===== src/sv/pdp_pkg.sv =====
// pdp_pkg: shared types and constants of the clamped pid drive block
// depends on nothing; used by pdp_regs and pid_drive_percent_core
`timescale 1ns / 1ps

package pdp_pkg;

	// fixed point scaling of gains and terms
	localparam int GAIN_FRAC_BITS = 8;

	// field and datapath widths
	localparam int SP_W    = 7;   // setpoint, whole degrees
	localparam int GAIN_W  = 16;  // signed gains
	localparam int MEAS_W  = 12;  // measured sample, tenths of a degree
	localparam int DRIVE_W = 7;   // drive percent
	localparam int ERR_W   = 13;  // error span -2047..3318
	localparam int DIFF_W  = 14;  // error difference span -5365..5365
	localparam int PROD_W  = 30;  // widest product, diff times gain
	localparam int INT_W   = 32;  // integral accumulator
	localparam int SUM_W   = 34;  // p plus integral plus d

	// register map, word index from paddr[3:2]
	localparam int ADDR_W = 4;
	localparam int DATA_W = 32;
	localparam logic [1:0] REG_SETPOINT = 2'd0;
	localparam logic [1:0] REG_GAIN_P   = 2'd1;
	localparam logic [1:0] REG_GAIN_I   = 2'd2;
	localparam logic [1:0] REG_GAIN_D   = 2'd3;

	// clamp limits in fixed point
	localparam logic [DRIVE_W-1:0] DRIVE_MAX = DRIVE_W'(100);
	localparam logic signed [SUM_W-1:0] SUM_LIMIT = SUM_W'(100) <<< GAIN_FRAC_BITS;
	localparam logic signed [PROD_W-1:0] P_LIMIT = PROD_W'(100) <<< GAIN_FRAC_BITS;
	localparam logic signed [INT_W-1:0] INT_MAX = {1'b0, {(INT_W-1){1'b1}}};
	localparam logic signed [INT_W-1:0] INT_MIN = {1'b1, {(INT_W-1){1'b0}}};

	// controller settings as held by the register file
	typedef struct packed {
		logic [SP_W-1:0]          setpoint;
		logic signed [GAIN_W-1:0] gain_p;
		logic signed [GAIN_W-1:0] gain_i;
		logic signed [GAIN_W-1:0] gain_d;
	} pdp_cfg_t;

endpackage


===== src/sv/pdp_regs.sv =====
// pdp_regs: apb register file holding setpoint and the three gains
// depends on pdp_pkg
`timescale 1ns / 1ps

module pdp_regs (
	input  logic                        clk,
	input  logic                        arst_n,
	input  logic                        psel,
	input  logic                        penable,
	input  logic                        pwrite,
	input  logic [pdp_pkg::ADDR_W-1:0]  paddr,
	input  logic [pdp_pkg::DATA_W-1:0]  pwdata,
	output logic [pdp_pkg::DATA_W-1:0]  prdata,
	output logic                        pready,
	output pdp_pkg::pdp_cfg_t           cfg
);

	pdp_pkg::pdp_cfg_t cfg_q;
	logic              wr_en;
	logic [1:0]        reg_idx;

	assign pready  = 1'b1;
	assign wr_en   = psel & penable & pwrite & pready;
	assign reg_idx = paddr[3:2];
	assign cfg     = cfg_q;

	// register writes in the access phase
	always_ff @(posedge clk or negedge arst_n) begin
		if (!arst_n) begin
			cfg_q <= '0;
		end else if (wr_en) begin
			unique case (reg_idx)
				pdp_pkg::REG_SETPOINT: cfg_q.setpoint <= pwdata[pdp_pkg::SP_W-1:0];
				pdp_pkg::REG_GAIN_P:   cfg_q.gain_p   <= pwdata[pdp_pkg::GAIN_W-1:0];
				pdp_pkg::REG_GAIN_I:   cfg_q.gain_i   <= pwdata[pdp_pkg::GAIN_W-1:0];
				pdp_pkg::REG_GAIN_D:   cfg_q.gain_d   <= pwdata[pdp_pkg::GAIN_W-1:0];
				default: ;
			endcase
		end
	end

	// read back, gains sign extended
	always_comb begin
		unique case (reg_idx)
			pdp_pkg::REG_SETPOINT: prdata = pdp_pkg::DATA_W'(cfg_q.setpoint);
			pdp_pkg::REG_GAIN_P:   prdata = pdp_pkg::DATA_W'(cfg_q.gain_p);
			pdp_pkg::REG_GAIN_I:   prdata = pdp_pkg::DATA_W'(cfg_q.gain_i);
			pdp_pkg::REG_GAIN_D:   prdata = pdp_pkg::DATA_W'(cfg_q.gain_d);
			default:               prdata = '0;
		endcase
	end

endmodule


===== src/sv/pid_drive_percent_core.sv =====
// pid_drive_percent_core: top level of the clamped pid drive controller
// depends on pdp_pkg and pdp_regs
`timescale 1ns / 1ps

// Clamped PID controller. Each input word on s_tdata is one temperature sample
// in tenths of a degree (12 bit signed); each gives exactly one output word on
// m_tdata, the drive in percent (0..100). The error is setpoint*10 minus the
// sample; proportional, integral (Q24.8, saturating) and derivative terms with
// Q8.8 gains are summed, clamped and truncated. When the proportional term
// reaches +-100 the integral is cleared after the output is formed. One sample
// is taken every clock cycle while the output is not stalled; the result is formed
// between the input register and the output register, in a single pass
// of three multipliers, the integral update and the clamp. The integral and
// previous error update once per processed word. Registers: setpoint at 0x0,
// gain_p at 0x4, gain_i at 0x8, gain_d at 0xC; write them only while idle.

module pid_drive_percent_core (
	input  logic                        clk,
	input  logic                        arst_n,
	// input stream
	input  logic                        s_tvalid,
	output logic                        s_tready,
	input  logic [15:0]                 s_tdata,   // [11:0] measured, [15:12] zero
	// output stream
	output logic                        m_tvalid,
	input  logic                        m_tready,
	output logic [7:0]                  m_tdata,   // [6:0] drive, [7] zero
	// configuration
	input  logic                        psel,
	input  logic                        penable,
	input  logic                        pwrite,
	input  logic [pdp_pkg::ADDR_W-1:0]  paddr,
	input  logic [pdp_pkg::DATA_W-1:0]  pwdata,
	output logic [pdp_pkg::DATA_W-1:0]  prdata,
	output logic                        pready
);

	pdp_pkg::pdp_cfg_t cfg;

	logic                                   valid_s1;
	logic signed [pdp_pkg::MEAS_W-1:0]      meas_s1;
	logic                                   out_valid_q;
	logic [pdp_pkg::DRIVE_W-1:0]            drive_q;
	logic signed [pdp_pkg::INT_W-1:0]       integral_q;
	logic signed [pdp_pkg::ERR_W-1:0]       last_err_q;

	logic                                   advance;
	logic                                   take_in;
	logic [pdp_pkg::ERR_W-3:0]              sp_x10;
	logic signed [pdp_pkg::ERR_W-1:0]       err;
	logic signed [pdp_pkg::DIFF_W-1:0]      diff;
	logic signed [pdp_pkg::PROD_W-1:0]      p_term;
	logic signed [pdp_pkg::PROD_W-1:0]      i_prod;
	logic signed [pdp_pkg::PROD_W-1:0]      d_term;
	logic signed [pdp_pkg::INT_W:0]         int_wide;
	logic signed [pdp_pkg::INT_W-1:0]       int_next;
	logic signed [pdp_pkg::SUM_W-1:0]       sum;
	logic                                   p_clear;
	logic [pdp_pkg::DRIVE_W-1:0]            drive_next;

	pdp_regs u_regs (
		.clk     (clk),
		.arst_n  (arst_n),
		.psel    (psel),
		.penable (penable),
		.pwrite  (pwrite),
		.paddr   (paddr),
		.pwdata  (pwdata),
		.prdata  (prdata),
		.pready  (pready),
		.cfg     (cfg)
	);

	// handshake: stage 1 moves on whenever the output register is free
	assign advance  = !out_valid_q || m_tready;
	assign s_tready = !valid_s1 || advance;
	assign take_in  = s_tvalid && s_tready;
	assign m_tvalid = out_valid_q;
	assign m_tdata  = {1'b0, drive_q};

	// input register
	always_ff @(posedge clk or negedge arst_n) begin
		if (!arst_n) begin
			valid_s1 <= 1'b0;
		end else if (s_tready) begin
			valid_s1 <= s_tvalid;
		end
	end

	always_ff @(posedge clk) begin
		if (take_in) begin
			meas_s1 <= s_tdata[pdp_pkg::MEAS_W-1:0];
		end
	end

	// error and its difference to the previous one
	assign sp_x10 = ({4'b0, cfg.setpoint} << 3) + ({4'b0, cfg.setpoint} << 1);
	assign err    = $signed({2'b0, sp_x10}) - pdp_pkg::ERR_W'(meas_s1);
	assign diff   = pdp_pkg::DIFF_W'(err) - pdp_pkg::DIFF_W'(last_err_q);

	// the three gain products
	assign p_term = pdp_pkg::PROD_W'(err)  * pdp_pkg::PROD_W'(cfg.gain_p);
	assign i_prod = pdp_pkg::PROD_W'(err)  * pdp_pkg::PROD_W'(cfg.gain_i);
	assign d_term = pdp_pkg::PROD_W'(diff) * pdp_pkg::PROD_W'(cfg.gain_d);

	// saturating integral update
	assign int_wide = (pdp_pkg::INT_W+1)'(integral_q) + (pdp_pkg::INT_W+1)'(i_prod);
	always_comb begin
		priority if (int_wide[pdp_pkg::INT_W] == int_wide[pdp_pkg::INT_W-1]) begin
			int_next = int_wide[pdp_pkg::INT_W-1:0];
		end else if (int_wide[pdp_pkg::INT_W]) begin
			int_next = pdp_pkg::INT_MIN;
		end else begin
			int_next = pdp_pkg::INT_MAX;
		end
	end

	// sum and clamp to percent
	assign sum = pdp_pkg::SUM_W'(p_term) + pdp_pkg::SUM_W'(int_next)
		+ pdp_pkg::SUM_W'(d_term);
	always_comb begin
		priority if (sum > pdp_pkg::SUM_LIMIT) begin
			drive_next = pdp_pkg::DRIVE_MAX;
		end else if (sum < 0) begin
			drive_next = '0;
		end else begin
			drive_next = sum[pdp_pkg::GAIN_FRAC_BITS +: pdp_pkg::DRIVE_W];
		end
	end

	// anti windup: large proportional term clears the integral
	assign p_clear = (p_term >= pdp_pkg::P_LIMIT) || (p_term <= -pdp_pkg::P_LIMIT);

	// controller state and output register
	always_ff @(posedge clk or negedge arst_n) begin
		if (!arst_n) begin
			integral_q  <= '0;
			last_err_q  <= '0;
			out_valid_q <= 1'b0;
		end else if (advance) begin
			out_valid_q <= valid_s1;
			if (valid_s1) begin
				integral_q <= p_clear ? '0 : int_next;
				last_err_q <= err;
			end
		end
	end

	always_ff @(posedge clk) begin
		if (advance && valid_s1) begin
			drive_q <= drive_next;
		end
	end

	// checks
	a_drive_range: assert property (@(posedge clk) disable iff (!arst_n)
		m_tvalid |-> (drive_q <= pdp_pkg::DRIVE_MAX))
		else $error("drive above 100 percent");

	a_result_follows: assert property (@(posedge clk) disable iff (!arst_n)
		(valid_s1 && advance) |=> m_tvalid)
		else $error("processed word produced no result");

	a_windup_clear: assert property (@(posedge clk) disable iff (!arst_n)
		(valid_s1 && advance && p_clear) |=> (integral_q == '0))
		else $error("integral not cleared on large proportional term");

	a_stall_reason: assert property (@(posedge clk) disable iff (!arst_n)
		!s_tready |-> (valid_s1 && out_valid_q && !m_tready))
		else $error("input stalled without a full pipeline");

	a_state_hold: assert property (@(posedge clk) disable iff (!arst_n)
		!(valid_s1 && advance) |=> ($stable(integral_q) && $stable(last_err_q)))
		else $error("controller state changed without a word");

endmodule


===== config.mk =====
export PLATFORM = sky130hd
export DESIGN_NAME = pid_drive_percent_core
export DESIGN_NICKNAME = d
export VERILOG_FILES = /design/src/sv/pdp_pkg.sv /design/src/sv/pdp_regs.sv /design/src/sv/pid_drive_percent_core.sv
export SDC_FILE = /design/constraint.sdc
export NUM_CORES = 2
export LEC_CHECK = 0
export ABC_AREA = 1
export BUFFER_PORTS_ARGS = -buffer_cell sky130_fd_sc_hd__buf_4
export CAP_MARGIN = 20
export CORE_AREA = 2 2 292 367
export CTS_CLUSTER_DIAMETER = 40
export CTS_CLUSTER_SIZE = 8
export DETAILED_ROUTE_END_ITERATION = 6
export DIE_AREA = 0 0 294 369
export PLACE_DENSITY_LB_ADDON = 0.3
export SLEW_MARGIN = 20
export SYNTH_ARGS = -nofsm -noshare
export SYNTH_HDL_FRONTEND = slang
export SYNTH_SLANG_ARGS = --single-unit

===== constraint.sdc =====
create_clock -name clk -period 17.7 [get_ports clk]
set_input_delay 1.77 -clock clk [delete_from_list [all_inputs] [get_ports clk]]
set_output_delay 1.77 -clock clk [all_outputs]
set_load 0.05 [all_outputs]

==> metrics.md <==
| Metric | Value |
|---|---|
| Outcome | finished clean |
| Number of unique standard cell types used by synthesis | 55 |
| DRC marker count from the first detailed-route iteration | 1658 |
| Accumulated negative setup slack | 0 ns |
| Sequential element share of the synthesized area | 8.557% |
| Transition time at the pin with the least slew margin | 1.150 ns |
| Floorplan die area | 108500 um^2 |
| Highest attainable clock frequency | 0.06968 GHz |
| Global-route wire length before repair | 177100 um |
| Cell area reported after detailed placement | 38270 um^2 |
| Number of cells traversed by the worst hold path | 2 |
| Max Slew Vio Count | 0 |
| Post-detailed-route DRC marker count | 0 |
| Post-cts hold buffer count | 0 |
| Highest cell delay on the worst timing path | 0.60 ns |
| Largest net degree at the start of global routing | 87 |
| Antenna Diode Count | 0 |
| Post-synthesis instance area | 36500 um^2 |
| Max Clock Skew | 0.01584 ns |
| Deepest clock path buffer count | 2 |
| Average routed wire per standard cell | 18.58 um |
| H-tree depth | 4 |
| Vias after detailed routing | 28860 |
| CP endpoint kind | flip-flop |
| Insertion delay to the later sink of the worst-skew pair | 0.50 ns |
| Layout area overhead | 6.548% |
| Most frequent cell on the critical path | nand2_1 |
| Std-Cell Core Area | 104700 um^2 |
| Total non-filler cell area in the finished layout | 38890 um^2 |
| Commonest cells after routing, fill and taps aside | 1268 x inv_1, 1070 x nand2_1, 751 x fa_1, 400 x nor2_1, 291 x ha_1 |
| Nets in the synthesized netlist | 5759 |
| Worst Reg-to-Reg Cells | 61 |
| DP Wirelength | 92600 um |
| CTS Root Buffer Type | clkbuf_16 |
| Number of buffers inserted during clock tree synthesis | 17 |
| Capture endpoint of the worst hold path | integral_q[12]$_DFFE_PN0P_ |
| Antenna Violating Nets Remaining | 0 |
| Register bit total from synthesis | 121 |
| Initial cell density of the core | 34.87% |
| Resized Gates After CTS | 0 |
| GRT Total Usage | 21.62% |
| Top cells by area, synth | fa_1 41%, inv_1 13%, nand2_1 11% |
| Final-stage net count | 5738 |
| Worst relative slew slack | 23.14% |
| Worst-path cell with the longest stage delay | inv_1 |
| Initial antenna violation count | 0 |
| Count of input and output buffers | 77 |
| Time the worst path needs with I/O delays and setup | 14.35 ns |
| Synthesis warning total | 0 |
| Startpoint type of the worst setup path | flip-flop |
| Fraction of final layout cells with drive strength greater than 1 | 4.710% |
| CTS tree | yes |
| Worst EP required | 17.94 ns |
| Critical Path AT | 14.60 ns |
| Chip height | 369 um |
| Clock net sink count | 121 |
| Die outline width | 294 um |
| Grt total ovfl | 0 |
| Largest fanout of any net on the critical path | 20 |
| Class of the worst hold path | reg2reg |
| Number of maximum-capacitance violations | 0 |
| Startpoint of the lowest-slack hold path | integral_q[12]$_DFFE_PN0P_ |
| Routability congestion estimate | 0.9618 |
| Capture instance of the worst register-to-register path | drive_q[6]$_SDFFCE_PN1P_ |
| Setup repair after global routing missed its margin | false |
| Final WS setup | 3.348 ns |
| Placement row count | 133 |
| Routed WL | 111500 um |
| Number of iterations in the first detailed-routing pass | 6 |
| Final hold vios | 0 |
| Boundary Pins | 102 |
| Critical path type | reg2reg |
| Number of instances in the synthesized netlist | 4658 |
| Worst reg2reg path startpoint | u_regs.cfg[50]$_DFFE_PN0P_ |
| Buffers inserted during post-CTS setup optimization | 0 |
| Place WS | 3.351 ns |
| Vias in the first global route | 31130 |
| Period utilization | 81.08% |
| Reg-to-reg slack, setup | 3.35 ns |
| Via density per instance | 4.810 |
| Most common cell after layout, fill and taps aside | inv_1 |
| Setup violators final | 0 |
| Area share of the largest cell type after synthesis | 41.19% |
| Clock-pin slew reported for the worst setup and hold paths after clock tree synthesis | 0.08 ns |
| Most area-hungry cell type in the Yosys netlist | fa_1 |
| Avg Cell Area, Syn | 7.835 um^2 |
==> cell usage after synthesis (all sizes together) <==
master,n
o31ai,1
nand2b,1
nand4,27
o21a,5
xor2,37
a221oi,2
nor3b,3
o21bai,16
a21o,2
dfrtp,102
o2111ai,9
o211ai,5
inv,1272
buf,48
nand3,101
a31oi,2
and3,4
edfxtp,19
clkinv,8
clkbuf,97
ha,291
nor4,5
and2,3
conb,2
nor2,403
xnor2,35
nand3b,4
o221ai,10
or2,39
nor3,22
fa,751
a21boi,5
nand2,1090
a21oi,115
o21ai,122
==> metrics by stage <==
stage / instances / util (%) / hold WS, ns
2_1_floorplan: 4658 / - / 0.4489
3_3_place_gp: 5967 / 36.56 / 0.4676
3_5_place_dp: 5967 / 36.56 / 0.4719
4_1_cts: 5999 / 37.14 / 0.4890
5_1_grt: 6000 / 37.15 / 0.5071
6_report: 6000 / 37.15 / 0.4845
==> layout make-up <==
class                      count  area (um^2)
inverter                    1280         4805
multi-input combinational   3112        27870
clock inverter                15        175.2
timing repair buffer         105        795.8
fill                       11030        65790
tap                         1350         1689
sequential                   121         3123
clock buffer                  17        425.4
==> routing by layer <==
layer / wire, um / track usage, %
met5: 0 / 0
met4: 6793 / 11.49
met3: 5346 / 2.385
met2: 55790 / 38.31
met1: 43540 / 25.59
==> worst max-delay path, delay by kind of cell, from the launching register on <==
kind | cells | cell delay [ns]
buf+inv | 11 | 1.81
xor+xnor | 2 | 0.49
flops | 1 | 0.43
simple gates | 27 | 3.90
compound gates | 7 | 1.20
fa+ha+maj | 14 | 6.23
==> flip-flops by register name, indices dropped and copies added, names as in the netlist <==
signal / count
last_err_q: 13
meas_s1: 12
m_tvalid: 1
integral_q: 32
u_regs.cfg: 55
valid_s1: 1
drive_q: 7
==> worst max-delay path by stage <==
stage                                           from                  endpoint  slack [ns]  cells after the start
final                     u_regs.cfg[50]$_DFFE_PN0P_  drive_q[6]$_SDFFCE_PN1P_        3.35                     61
after global routing      u_regs.cfg[50]$_DFFE_PN0P_  drive_q[6]$_SDFFCE_PN1P_        2.25                     60
after CTS                 u_regs.cfg[50]$_DFFE_PN0P_  drive_q[6]$_SDFFCE_PN1P_        3.29                     61
after detailed placement  u_regs.cfg[50]$_DFFE_PN0P_  drive_q[6]$_SDFFCE_PN1P_        3.35                     62
after global placement    u_regs.cfg[50]$_DFFE_PN0P_  drive_q[6]$_SDFFCE_PN1P_        3.36                     61
after floorplan           u_regs.cfg[50]$_DFFE_PN0P_  drive_q[2]$_SDFFCE_PN1P_        5.45                     62
==> cell families (layout without fill, tap and decap cells) <==
family / Yosys count / after routing / share of synthesized area [%]
other: 2 / 2 / 0.02058
buffers and inverters: 1425 / 1417 / 15.11
DFF: 121 / 121 / 8.557
adders and majority gates: 1042 / 1042 / 51.17
xor gates and xnor gates: 72 / 72 / 1.769
and+or+nand+nor: 1702 / 1702 / 18.75
AOI/OAI and AO/OA: 294 / 294 / 4.625
Power is left out: the tool's default activity adds up to more than one toggle a clock period on the data nets, which glitch-free logic cannot reach.
